**src/act_pkg.sv**
```systemverilog
`timescale 1ns / 1ps
// ----------------------------------------------------------------------------
// act_pkg: shared types and constants of the accelerometer tilt calibrator
// Holds field widths, mode and kind codes, the arctangent table of the CORDIC
// and the command and status groups between the controller and the datapath.
// ----------------------------------------------------------------------------
package act_pkg;

	localparam int RAW_WIDTH    = 16;
	localparam int IN_W         = 16;
	localparam int ACC_W        = 17;
	localparam int SUM_W        = 32;
	localparam int CNT_W        = 16;
	localparam int TILT_W       = 16;
	localparam int CW           = 36;
	localparam int ZW           = 27;
	localparam int TAB_W        = 22;
	localparam int SQRT_STEPS   = 32;
	localparam int CORDIC_STEPS = 20;
	localparam int DIV_STEPS    = 33;
	localparam int STEP_W       = 6;

	localparam logic signed [ACC_W-1:0] ONE_G   = 17'sd16384;
	localparam logic signed [ZW-1:0]    Z90     = 27'sd5898240;
	localparam logic signed [ZW-1:0]    Z180    = 27'sd11796480;
	localparam logic [CNT_W-1:0]        SAMPLE_COUNT_RST = 16'd64;

	localparam logic [1:0] MODE_MEASURE = 2'd0;
	localparam logic [1:0] MODE_CAL     = 2'd1;
	localparam logic [1:0] MODE_CLEAR   = 2'd2;

	localparam logic KIND_TILT = 1'b0;
	localparam logic KIND_CAL  = 1'b1;

	localparam logic REG_SAMPLE_COUNT = 1'b0;

	typedef struct packed {
		logic       load_meas;
		logic       acc;
		logic       clr;
		logic       sq;
		logic       sum;
		logic       sqrt_step;
		logic       cord_init;
		logic       cord_step;
		logic       div_init;
		logic       div_step;
		logic       out_meas;
		logic       out_cal;
		logic [4:0] idx;
	} act_cmd_t;

	typedef struct packed {
		logic zero_vec;
		logic cal_last;
		logic cnt_zero;
	} act_sts_t;

	// Sign extension of the low RAW_WIDTH bits of a raw sample.
	function automatic logic signed [ACC_W-1:0] sext_raw(input logic [IN_W-1:0] v);
		logic [RAW_WIDTH-1:0] t;
		t = v[RAW_WIDTH-1:0];
		return {{(ACC_W-RAW_WIDTH){t[RAW_WIDTH-1]}}, t};
	endfunction

	// atan(2^-i) in units of 2^-16 degree.
	function automatic logic [TAB_W-1:0] atan_tab(input logic [4:0] i);
		logic [TAB_W-1:0] r;
		case (i)
			5'd0:  r = 22'd2949120;
			5'd1:  r = 22'd1740967;
			5'd2:  r = 22'd919879;
			5'd3:  r = 22'd466945;
			5'd4:  r = 22'd234379;
			5'd5:  r = 22'd117304;
			5'd6:  r = 22'd58666;
			5'd7:  r = 22'd29335;
			5'd8:  r = 22'd14668;
			5'd9:  r = 22'd7334;
			5'd10: r = 22'd3667;
			5'd11: r = 22'd1833;
			5'd12: r = 22'd917;
			5'd13: r = 22'd458;
			5'd14: r = 22'd229;
			5'd15: r = 22'd115;
			5'd16: r = 22'd57;
			5'd17: r = 22'd29;
			5'd18: r = 22'd14;
			5'd19: r = 22'd7;
			default: r = '0;
		endcase
		return r;
	endfunction

endpackage

```
**src/act_ctrl.sv**
```systemverilog
`timescale 1ns / 1ps
// ----------------------------------------------------------------------------
// act_ctrl: sequencer of the accelerometer tilt calibrator
// Accepts requests, steps the datapath through its iterations and owns the
// result valid flag.
// ----------------------------------------------------------------------------
module act_ctrl (
	input  logic              clk,
	input  logic              arst_n,
	input  logic              in_valid,
	output logic              in_ready,
	input  logic [1:0]        mode,
	output logic              out_valid,
	input  logic              out_ready,
	input  act_pkg::act_sts_t sts,
	output act_pkg::act_cmd_t cmd
);

	localparam logic [3:0] S_IDLE  = 4'd0;
	localparam logic [3:0] S_SQ    = 4'd1;
	localparam logic [3:0] S_SUM   = 4'd2;
	localparam logic [3:0] S_SQRT  = 4'd3;
	localparam logic [3:0] S_CINIT = 4'd4;
	localparam logic [3:0] S_CORD  = 4'd5;
	localparam logic [3:0] S_FINM  = 4'd6;
	localparam logic [3:0] S_DINIT = 4'd7;
	localparam logic [3:0] S_DIV   = 4'd8;
	localparam logic [3:0] S_FINC  = 4'd9;

	logic [3:0]                   state_q;
	logic [3:0]                   state_nx;
	logic [act_pkg::STEP_W-1:0]   cnt_q;
	logic [act_pkg::STEP_W-1:0]   cnt_nx;
	logic                         out_free;
	logic                         wr_out;

	assign in_ready = state_q == S_IDLE;
	assign out_free = !out_valid || out_ready;
	assign wr_out   = cmd.out_meas || cmd.out_cal;

	always_comb begin
		cmd      = '0;
		cmd.idx  = cnt_q[4:0];
		state_nx = state_q;
		cnt_nx   = cnt_q + 6'd1;
		case (state_q)
			S_IDLE: begin
				cnt_nx = '0;
				if (in_valid) begin
					case (mode)
						act_pkg::MODE_MEASURE: begin
							cmd.load_meas = 1'b1;
							if (!sts.zero_vec) begin
								state_nx = S_SQ;
							end
						end
						act_pkg::MODE_CAL: begin
							if (!sts.cnt_zero) begin
								cmd.acc = 1'b1;
								if (sts.cal_last) begin
									state_nx = S_DINIT;
								end
							end
						end
						act_pkg::MODE_CLEAR: begin
							cmd.clr = 1'b1;
						end
						default: begin
						end
					endcase
				end
			end
			S_SQ: begin
				cmd.sq   = 1'b1;
				state_nx = S_SUM;
			end
			S_SUM: begin
				cmd.sum  = 1'b1;
				cnt_nx   = '0;
				state_nx = S_SQRT;
			end
			S_SQRT: begin
				cmd.sqrt_step = 1'b1;
				if (cnt_q == 6'(act_pkg::SQRT_STEPS - 1)) begin
					state_nx = S_CINIT;
				end
			end
			S_CINIT: begin
				cmd.cord_init = 1'b1;
				cnt_nx        = '0;
				state_nx      = S_CORD;
			end
			S_CORD: begin
				cmd.cord_step = 1'b1;
				if (cnt_q == 6'(act_pkg::CORDIC_STEPS - 1)) begin
					state_nx = S_FINM;
				end
			end
			S_FINM: begin
				if (out_free) begin
					cmd.out_meas = 1'b1;
					state_nx     = S_IDLE;
				end
			end
			S_DINIT: begin
				cmd.div_init = 1'b1;
				cnt_nx       = '0;
				state_nx     = S_DIV;
			end
			S_DIV: begin
				cmd.div_step = 1'b1;
				if (cnt_q == 6'(act_pkg::DIV_STEPS - 1)) begin
					state_nx = S_FINC;
				end
			end
			S_FINC: begin
				if (out_free) begin
					cmd.out_cal = 1'b1;
					state_nx    = S_IDLE;
				end
			end
			default: begin
				state_nx = S_IDLE;
			end
		endcase
	end

	always_ff @(posedge clk or negedge arst_n) begin
		if (!arst_n) begin
			state_q   <= S_IDLE;
			cnt_q     <= '0;
			out_valid <= 1'b0;
		end else begin
			state_q <= state_nx;
			cnt_q   <= cnt_nx;
			if (wr_out) begin
				out_valid <= 1'b1;
			end else if (out_ready) begin
				out_valid <= 1'b0;
			end
		end
	end

endmodule
```
**config.mk**
```make
export PLATFORM = sky130hd
export DESIGN_NAME = act_ctrl
export DESIGN_NICKNAME = d
export VERILOG_FILES = /design/src/act_pkg.sv /design/src/act_ctrl.sv
export SDC_FILE = /design/constraint.sdc
export NUM_CORES = 1
export LEC_CHECK = 0
export BUFFER_PORTS_ARGS = -buffer_cell sky130_fd_sc_hd__buf_2
export CAP_MARGIN = 10
export CELL_PAD_IN_SITES_DETAIL_PLACEMENT = 1
export CELL_PAD_IN_SITES_GLOBAL_PLACEMENT = 2
export CORE_ASPECT_RATIO = 0.6
export CORE_MARGIN = 2
export CORE_UTILIZATION = 29
export CTS_BUF_LIST = sky130_fd_sc_hd__clkbuf_8
export DETAILED_ROUTE_END_ITERATION = 12
export PLACE_DENSITY = 0.85
export RECOVER_POWER = 100
export SYNTH_ARGS = -nofsm -noshare
export SYNTH_HDL_FRONTEND = slang
export SYNTH_SLANG_ARGS = --single-unit
```
**constraint.sdc**
```tcl
create_clock -name clk -period 2.35 [get_ports clk]
set_clock_uncertainty 0.15 [all_clocks]
set_input_delay 0.1175 -clock clk [delete_from_list [all_inputs] [get_ports clk]]
set_output_delay 0.1175 -clock clk [all_outputs]
set_load 0.005 [all_outputs]
```
Word-level counts from Yosys, hierarchy flattened. Cells that the tools add are included.

Register bits after elaboration: 11. Bits in latches: 0. Bits in writable memories: 0. ROM bits: 0. Input bits: 9. Memories: 0.

Add/sub/neg operators: 1. $mul: 0. Divide/modulo/power cells: 0. $lt $le $gt $ge: 0. Equal/unequal tests: 23. Shift operators: 0. Multiplexer cells: 29. Bitwise operators: 0. Reduce and logical (&&, ||, !) cells: 9.

Operators with widths (number): 4-bit one-hot mux with 9 select lines (1); 4-bit two-way mux (8); 4-bit by 3-bit equality test with 1-bit output, second input constant (4); 1-bit two-way mux (16); 6-bit by 5-bit equality test with 1-bit output, second input constant (2); 3-bit != test, second input constant (3); 9-bit AND reduction (1); 4-bit by 2-bit equality test with 1-bit output, second input constant (2); 4-bit equality test, second input constant (2); 2-bit != test, second input constant (4); 4-bit one-hot mux with 2 select lines (1); 6-bit by 1-bit adder with 6-bit output, second input constant (1); 6-bit equality test, second input constant (1); 3-bit two-way mux (2); 6-bit two-way mux (1); 4-bit by 1-bit equality test with 1-bit output, second input constant (1); 4-bit logical NOT (1); 4-bit OR reduction (1); 3-bit by 1-bit != test with 1-bit output, second input constant (1); 2-bit by 1-bit equality test with 1-bit output, second input constant (1); 2-bit equality test, second input constant (1); 2-bit logical NOT (1); 1-bit logical OR (2); 2-bit by 1-bit != test with 1-bit output, second input constant (1); 3 further kinds (3).

Longest topological paths before layout.
Depth in word-level cells: 6. Depth in mapped cells: 6. Mapped depth without buffers: 6.

Least setup slack after synthesis. No wires, ideal clock.

Kind: register to register. Start: reg cnt_q[0] (netlist name). End: reg state_q[0]. Arrival time: 1.750 ns. Required time: 2.075 ns. Slack: 0.325 ns. Stages on the path, launching flop included: 7. Path buffers: 0. Period minus slack after synthesis: 2.025 ns. Cell sequence: dfrtp_1 ha_1 nor2b_1 a211oi_2 nor4_1 a21boi_4 mux2_4.

Longest elaborated chain between the ends: 3. Elaborated cells between the ends (all ways): 7. Classes of those cells: 6 x eq/ne; 1 x reduce/logical.

RTL lines: start: declaration (RTL line act_ctrl.sv:32) `logic [act_pkg::STEP_W-1:0] cnt_q;`; start signal: assignment (RTL line act_ctrl.sv:135) `cnt_q <= cnt_nx;`; 6-bit equality test, or another cell as far along (RTL line act_ctrl.sv:112) `if (cnt_q == 6'(act_pkg::DIV_STEPS - 1)) begin`; 2-bit != test (no line); 9-bit AND reduction (no line) *; end signal: assignment (RTL line act_ctrl.sv:134) `state_q <= state_nx;`; end: declaration (RTL line act_ctrl.sv:30) `logic [3:0] state_q;`.

Mark *: on every way between the ends. The rest lies on a longest branch, timed or not. A chain may end at the register's enable or synchronous reset.

Worst setup path in the final report.
Start: reg state_q[0]. End: reg state_q[0].

Longest elaborated chain between the ends: 4. Elaborated cells between the ends (all ways): 22. Classes of those cells: 18 x eq/ne; 1 x mux; 3 x reduce/logical.

RTL lines: 4-bit equality test or 4-bit by 3-bit equality test with 1-bit output (tied branches) (RTL line act_ctrl.sv:46) `case (state_q)`; 2-bit OR reduction (no line); 2-bit by 1-bit != test with 1-bit output (no line); 9-bit AND reduction (no line).

Several ways; a longest one is shown, not always the timed one.

==> metrics.yaml <==
die_area_mm2: 0.00333
cp.required_ns: 2.32
numCtsBuffers: 3
cts_max_level: 1
finalWorstSetupSlack_ns: 0.0985
cp_top_family: "simple AND/OR/NAND/NOR gates"
critPathMaxStageDelay_ns: 0.64
vias: 767
yosys.area.top_type: "dfrtp_1"
grt_pass1_wl_um: 3710
critPathSlowestCell: "or4_1"
die_w_um: 73.2
drcViolationCount: 0
syn_to_final_growth_pct: 20.6
placementRows: 14
drv_slew: 0
drv_cap: 0
cts_tree: "done"
fmax_ghz: 0.444
tns_ns: 0
ys_top_cells_by_area: "dfrtp_1 33%, nor2_1 8.6%, buf_4 4.5%"
crit_type: "register to register"
crit_path_cell_trace: "or4_1, a221oi_2, nor4_2, a21boi_4, mux2_4"
power.leakage_nw: 0.490
clk_pin_slew_worst_paths_ns: 0.05
routed_via_density: 5.01
syn-num-nets: 105
syn_avg_cell_area_um2: 8.85
finalWeightedCongestion: 0.808
crit_fanout: 8
tightest_slew_ns: 0.626
period_needed_ns: 2.25
critPathArrivalTime_ns: 2.22
clock_latency_ns: 0.24
rsz0062_at_grt: "false"
synth_seq_cells: 11
grt_pass1_vias: 801
ir_drop_mv: 0.278
cp-start-kind: "register"
fill_cells: 334
dr.pass1.iters: 4
path_buf_inv: 0
io_buffers: 27
hold_path_class: "input pin to register"
synth_seq_area_share_pct: 33.1
slew_headroom_pct: 58.3
finalWirelength_um: 2330
post_drt_wl_per_cell_um: 15.2
initial_core_util_pct: 31.9
setup_viol: 0
clockRootBuffer: "clkbuf_8"
cts.sinks: 11
diodes: 0
status: "complete, no violations"
synthDistinctLibCells: 33
final_antenna_net_count: 0
power-per-cell-area_mw_per_mm2: 1160
final_nets: 133
drtIter0Drc: 19
synth_area_um2: 832
grt_overflow: 0
finalCritPeriodShare_pct: 95.8
antenna_found_initial: 0
yosys.area.top_type_share_pct: 33.1
grt_max_degree: 12
dp.final_hpwl_um: 1880
crit_path_end_kind: "register"
cts_setup_buffers: 0
grt_usage_pct: 15.0
die_h_um: 45.5
clockBufferDepth: 2
drive_above_1_share_pct: 24.0
syn_inst: 94
finalHoldViolCount: 0
coreArea_mm2: 0.00261
yosys_warnings: 0
dp_slack_ns: 0.0492
io_pins: 28
[through the flow]
stage	cell area, µm²	instances	total power, W	hold slack [ns]	utilization [%]
after floorplan	832	94	0.000814	-0.328	-
after global placement	971	148	0.000980	-0.154	37.2
after detailed placement	971	148	0.00101	-0.143	37.2
after CTS	1030	153	0.00120	0.0587	39.3
after global routing	1000	153	0.00126	0.0744	38.4
final	1000	153	0.00117	0.0487	38.4
[cell type report]
type	instances	area (µm²)	share of cell area, %
Clock buffer	3	41.3	4.11
Clock inverter	1	3.75	0.374
Inverter	7	26.3	2.62
Multi-Input combinational cell	68	470	46.9
Sequential cell	11	275	27.4
Tap cell	32	40.0	3.99
Timing Repair Buffer	31	146	14.6
[worst min-delay path: stages]
cell,delay (ns)
buf_2,0.08
nand2b_1,0.11
nand3_1,0.07
[path summary, 6_finish.rpt]
check | slack (ns) | end | start | cells after the start
max in group asynchronous | 1.39 | out_valid | arst_n | 2
hold / removal | 0.05 | out_valid | out_ready | 3
hold reg to reg | 0.37 | cnt_q[0] | cnt_q[0] | 1
setup / recovery | 0.1 | state_q[0] | state_q[0] | 5
min in group asynchronous | 0.26 | cnt_q[0] | arst_n | 2
setup reg to reg | 0.1 | state_q[0] | state_q[0] | 5
[synthesized netlist by cell type]
master and n:
o21bai_1 1, nand4bb_1 1, buf_4 5, o221ai_1 1
a21boi_4 1, nand3_1 4, ha_1 2, xor2_1 1
nand2_1 6, dfrtp_1 11, buf_6 1, or4b_4 1
mux2i_1 1, or4bb_1 1, nor2b_1 5, nor2_1 19
a211oi_2 1, o211ai_1 1, a221oi_2 1, a2bb2oi_1 1
and4bb_2 1, a41oi_2 1, or2_2 1, and3_1 2
nor4_1 1, buf_2 2, xnor2_1 4, nor3_1 2
inv_1 7, a21oi_1 3, mux2_4 2, nand2b_1 2
or4_4 1
[registers in the layout, indices dropped and copies added, names as in the netlist]
name / count
out_valid: 1
state_q: 4
cnt_q: 6
[power breakdown]
part           internal, W  switching (W)  leakage [nW]
Clock             0.000115      0.0000750        0.0269
Sequential        0.000247      0.0000932         0.144
Combinational     0.000304       0.000335         0.319
[layer usage]
metal | up-vias | routed length, µm | global-route usage (%)
met5 | - | 0 | 0
met4 | 0 | 31 | 3.33
met3 | 4 | 97 | 4.65
met2 | 18 | 1030 | 23.6
met1 | 377 | 1180 | 20.3
li1 | 368 | - | -
[placed cells by master, fill, tap and decap left out, types with 2 or more instances in the layout]
cell	netlist	final
buf_2	2	15
inv_1	7	8
clkbuf_1	0	13
nand2b_1	2	2
a21oi_1	3	3
and3_1	2	2
dfrtp_1	11	11
nor2_1	19	19
nor3_1	2	2
nand3_1	4	4
nor2b_1	5	5
nand2_1	6	6
xnor2_1	4	4
clkbuf_8	0	3
ha_1	2	2
mux2_4	2	2
[cell families after synthesis]
kind of cell               after synthesis  share of synthesized area, %
xor gates and xnor gates                 5                          5.26
DFF                                     11                          33.1
muxes                                    3                          4.81
buffers and inverters                   15                          10.2
and+or+nand+nor                         47                          30.4
AOI/OAI and AO/OA                       11                          13.2
adders and majority gates                2                          3.01
[timing repair]
action,in CTS,in global routing
endpoints found under the hold margin,11,0
hold buffers,1,0
gates resized for setup,0,1
setup endpoints to repair,0,3
(Power assumes the default switching activity.)
